==> src/rtl/core/kct_pkg.sv <==
`timescale 1ns / 1ps
package kct_pkg;

  localparam int TABLE_ENTRIES = 64;
  localparam int COUNT_BITS    = 32;
  localparam int ID_BITS       = 31;
  localparam int OUT_CNT_BITS  = 32;
  localparam int REQ_BITS      = 2;
  localparam int IDX_W         = $clog2(TABLE_ENTRIES);

  localparam logic [REQ_BITS-1:0] REQ_INC   = 2'd0;
  localparam logic [REQ_BITS-1:0] REQ_DEC   = 2'd1;
  localparam logic [REQ_BITS-1:0] REQ_QUERY = 2'd2;
  // unused code, dropped without a result
  localparam logic [REQ_BITS-1:0] REQ_RSVD  = 2'd3;

  localparam logic [COUNT_BITS-1:0] COUNT_MAX = {COUNT_BITS{1'b1}};

  typedef enum logic [2:0] {
    ST_IDLE,
    ST_UPD,
    ST_MAX,
    ST_SCAN,
    ST_EMIT
  } state_t;

  // one table entry as held in a cell
  typedef struct packed {
    logic                  valid;
    logic [ID_BITS-1:0]    id;
    logic [COUNT_BITS-1:0] count;
  } slot_t;

  // command broadcast to every cell
  typedef struct packed {
    logic               rotate;
    logic               inc;
    logic               dec;
    logic [ID_BITS-1:0] id;
  } cell_cmd_t;

endpackage

==> src/rtl/core/kct_cell.sv <==
`timescale 1ns / 1ps
module kct_cell (
  input  logic               clk,
  input  logic               rst_n,
  input  kct_pkg::cell_cmd_t cmd,
  input  logic               ins_en,
  input  kct_pkg::slot_t     nb_slot,
  output kct_pkg::slot_t     slot,
  output logic               hit
);

  logic                           valid_r, valid_nxt;
  logic [kct_pkg::ID_BITS-1:0]    id_r, id_nxt;
  logic [kct_pkg::COUNT_BITS-1:0] count_r, count_nxt;

  assign hit  = valid_r && (id_r == cmd.id);
  assign slot = '{valid: valid_r, id: id_r, count: count_r};

  // rotate, update on match, or take a new id
  always_comb begin
    valid_nxt = valid_r;
    id_nxt    = id_r;
    count_nxt = count_r;
    if (cmd.rotate) begin
      valid_nxt = nb_slot.valid;
      id_nxt    = nb_slot.id;
      count_nxt = nb_slot.count;
    end else if (cmd.inc && hit) begin
      if (count_r != kct_pkg::COUNT_MAX) begin
        count_nxt = count_r + kct_pkg::COUNT_BITS'(1);
      end
    end else if (cmd.dec && hit) begin
      if (count_r <= kct_pkg::COUNT_BITS'(1)) begin
        valid_nxt = 1'b0;
      end else begin
        count_nxt = count_r - kct_pkg::COUNT_BITS'(1);
      end
    end else if (ins_en) begin
      valid_nxt = 1'b1;
      id_nxt    = cmd.id;
      count_nxt = kct_pkg::COUNT_BITS'(1);
    end
  end

  always_ff @(posedge clk) begin
    if (!rst_n) begin
      valid_r <= 1'b0;
    end else begin
      valid_r <= valid_nxt;
    end
  end

  always_ff @(posedge clk) begin
    id_r    <= id_nxt;
    count_r <= count_nxt;
  end

endmodule

==> config.mk <==
export PLATFORM = sky130hd
export DESIGN_NAME = kct_cell
export DESIGN_NICKNAME = d
export VERILOG_FILES = /design/src/rtl/core/kct_pkg.sv /design/src/rtl/core/kct_cell.sv
export SDC_FILE = /design/constraint.sdc
export NUM_CORES = 1
export LEC_CHECK = 0
export ABC_AREA = 1
export BUFFER_PORTS_ARGS = -buffer_cell sky130_fd_sc_hd__buf_2
export CORE_MARGIN = 1
export CORE_UTILIZATION = 35
export CTS_CLUSTER_DIAMETER = 100
export DETAILED_ROUTE_END_ITERATION = 10
export PLACE_DENSITY = 0.55
export SKIP_LAST_GASP = 1
export SYNTH_ARGS = -nofsm -noshare
export SYNTH_HDL_FRONTEND = slang
export SYNTH_SLANG_ARGS = --single-unit
export TNS_END_PERCENT = 100
==> constraint.sdc <==
create_clock -name clk -period 3.4 [get_ports clk]
set_input_delay 0 -clock clk [delete_from_list [all_inputs] [get_ports clk]]
set_output_delay 0 -clock clk [all_outputs]
set_load 0.02 [all_outputs]
==> metrics.md <==
| Metric | Value |
|---|---|
| GR Util met1 | `30.0%` |
| PwrDens | `369 nW/µm²` |
| Final setup violation count | `0` |
| Crit path arrival time | `2940 ps` |
| CP peak stage delay | `630 ps` |
| Yosys top cell by area | `edfxtp_1` |
| Die Ht | `128 µm` |
| Final Max Slew Viols | `0` |
| Post-synth top area share | `34.0%` |
| Leak Pwr | `0.00362 µW` |
| DRT antenna net count | `0` |
| Worst ir drop on vdd | `0.000220 V` |
| Crit path capture type | `flip-flop` |
| Max Fanout on Critical Path | `19` |
| Mapped Cells | `817` |
| Port-buffer cells | `165` |
| Final TNS setup | `0 ps` |
| H-tree depth | `3` |
| CP dominant cell by count | `nand2_1` |
| Worst-margin pin slew | `842 ps` |
| Seq/Total Area, Yosys | `34.3%` |
| Vias | `5833` |
| DRC violations left | `0` |
| Fin crit share | `85.8%` |
| Ys flop type | `edfxtp_1` |
| Async set-reset flop share out of synthesis | `0%` |
| Vias in the first global route | `5653` |
| Clk pin slew, worst setup/hold paths | `60 ps` |
| Critical path's slowest cell | `nor2_2` |
| Fillers | `1593` |
| Die width | `128 µm` |
| Worst Skew | `6.96 ps` |
| EDFF count, synth | `63` |
| 1st-iter DRT viols | `350` |
| Core area | `15400 µm²` |
| Buf/Inv on CP | `1` |
| Via density per instance | `4.67` |
| Hold_buf cts | `58` |
| Overall Global Routing Usage | `23.7%` |
| Resized Gates After CTS | `0` |
| CP top delay family | `simple AND/OR/NAND/NOR gates` |
| Period minus WS final | `2920 ps` |
| YS warnings | `0` |
| M2 GR Usage | `41.0%` |
| Final WS setup | `482 ps` |
| Setup Fix Bufs, Post-CTS | `0` |
| CTS root buf | `clkbuf_16` |
| Largest net degree at the start of global routing | `75` |
| Area after DPL | `6580 µm²` |
| Total CTS buffers | `9` |
| Cell with the most instances after synthesis | `nand2_1` |
| IO Count | `166` |
| Synth Register Bits | `64` |
| Status | `complete, no violations` |
| Rows | `45` |
| Die area | `16400 µm²` |
| Synth cell count leaders | `nand2_1 (256), nor2_1 (112), inv_1 (107), edfxtp_1 (63), o21ai_0 (47)` |
| Most Used Layer, Global Route | `met2` |
| Slew HR | `43.8%` |
| RSZ-0062 raised after global routing | `false` |
| Post-Place Setup Slack | `469 ps` |
| GRT overflow | `0` |
| Post-route core utilization | `48.6%` |
| Routability cong. | `0.898` |
| Final WL | `19000 µm` |
| DP HPWL | `14300 µm` |
| Antenna violations before repair | `1` |
| Design Area, Final | `7460 µm²` |
| Later-pin clock latency in the skew report | `350 ps` |
| WP data required | `3420 ps` |
| Routed WL per cell | `15.2 µm` |
| PnR Total Power | `2760 µW` |
| Max Cap Viol | `0` |
| Syn Area/Cell | `6.82 µm²` |
| Synth cell types | `44` |
| Final hold vios | `0` |
| GR Util met3 | `3.17%` |
| CTS Sinks | `64` |
| CP Class | `reg -> reg` |
| Layout Nets | `1136` |
| Drt pass-1 iters | `4` |
| Fmax | `343 MHz` |
| Area Growth Syn to Fin | `34.0%` |
| Type of origin of the critical path | `flip-flop` |
| CTS Buffer Depth | `2` |
| TritonCTS clock tree | `yes` |
| Initial core utilization | `36.2%` |
| Hold Crit Class | `in -> reg` |
| Mapped Area | `5570 µm²` |
| Share of layout cells above drive strength 1 | `23.1%` |
| Synth area leaders | `edfxtp_1 (34%), nand2_1 (17%), nor2_1 (7.5%)` |
| First-pass GRT wire length | `29500 µm` |
| Cells along the critical path | `nand2_1, nand2_1, nor2_1, nand2_1, nor2_1, nand2_1, nor2_2, nand2_2, nand3_1, nand2_1, nor2_2, buf_4` |
| Net Count, Synth | `921` |
==> per-layer routing <==
layer  vias to the layer above  part of all wire [%]
met1                      2598                    46
met5                         -                     0
met3                        20                   4.6
met4                         0                   1.9
li1                       3028                     -
met2                       187                    47
==> final cells by class <==
cell class | count | area [µm²] | area share [%]
multi-input cells | 613 | 3100 | 41.6
clock inverters | 7 | 71.3 | 0.956
well taps | 211 | 264 | 3.54
flip-flops and latches | 64 | 1910 | 25.6
clock buffers | 9 | 225 | 3.02
repair buffers | 230 | 1460 | 19.5
inverters | 114 | 428 | 5.73
diodes | 1 | 2.50 | 0.0335
==> per-stage QoR <==
step / hold slack (ps) / instances
final: 2.00 / 1249
after floorplan: 109 / 817
after CTS: 0.548 / 1248
after global routing: 19.7 / 1248
after detailed placement: 234 / 1174
after global placement: 226 / 1174
==> layout by cell type (no fill, tap or decap), types with 7 or more instances in the layout <==
master,instances
nor3_2,8
nand3_1,38
nor3_1,15
nor2_4,11
nand4_1,14
a21oi_1,12
o211ai_1,7
nor2_1,111
edfxtp_1,63
nand2_1,256
dlygate4sd3_1,58
xor2_1,44
buf_4,7
clkbuf_16,9
o21ai_0,47
inv_1,107
buf_2,165
==> path summary, 6_finish.rpt <==
| check | depth (start not counted) | startpoint | slack [ps] | end |
|---|---|---|---|---|
| setup / recovery | 12 | id_r[3]$_DFFE_PP_ | 480 | count_r[0]$_DFFE_PP_ |
| setup reg to reg | 12 | id_r[3]$_DFFE_PP_ | 480 | count_r[0]$_DFFE_PP_ |
| hold reg to reg | 2 | valid_r$_SDFFE_PN0P_ | 520 | valid_r$_SDFFE_PN0P_ |
| hold / removal | 3 | nb_slot[13] | 2 | count_r[13]$_DFFE_PP_ |
==> sequential cells by signal (all words and copies together), names as in the netlist <==
signal   count
valid_r      1
id_r        31
count_r     32
==> worst register-to-register path: stages (launching register included) <==
cell,delay [ps]
edfxtp_1,420
nand2_1,160
nand2_1,70
nor2_1,100
nand2_1,60
nor2_1,160
nand2_1,80
nor2_2,180
nand2_2,130
nand3_1,110
nand2_1,70
nor2_2,630
buf_4,420
==> cell families (layout without fill, tap and decap cells) <==
| logic type | count (synthesis) | in the layout | synth area share [%] |
|---|---|---|---|
| compound gates | 79 | 79 | 7.80 |
| xor+xnor | 48 | 48 | 7.55 |
| fa+ha+maj | 3 | 3 | 0.674 |
| buf+inv | 140 | 360 | 10.0 |
| flops | 64 | 64 | 34.3 |
| other cells | 0 | 1 | 0 |
| simple gates | 483 | 483 | 39.6 |
==> report_power, final <==
part,internal (µW),switching [µW],leakage [µW]
combinational,274,453,0.00282
sequential,966,104,0.000662
clock,567,390,0.000138
No activity file was read; power rests on OpenSTA's default activity.
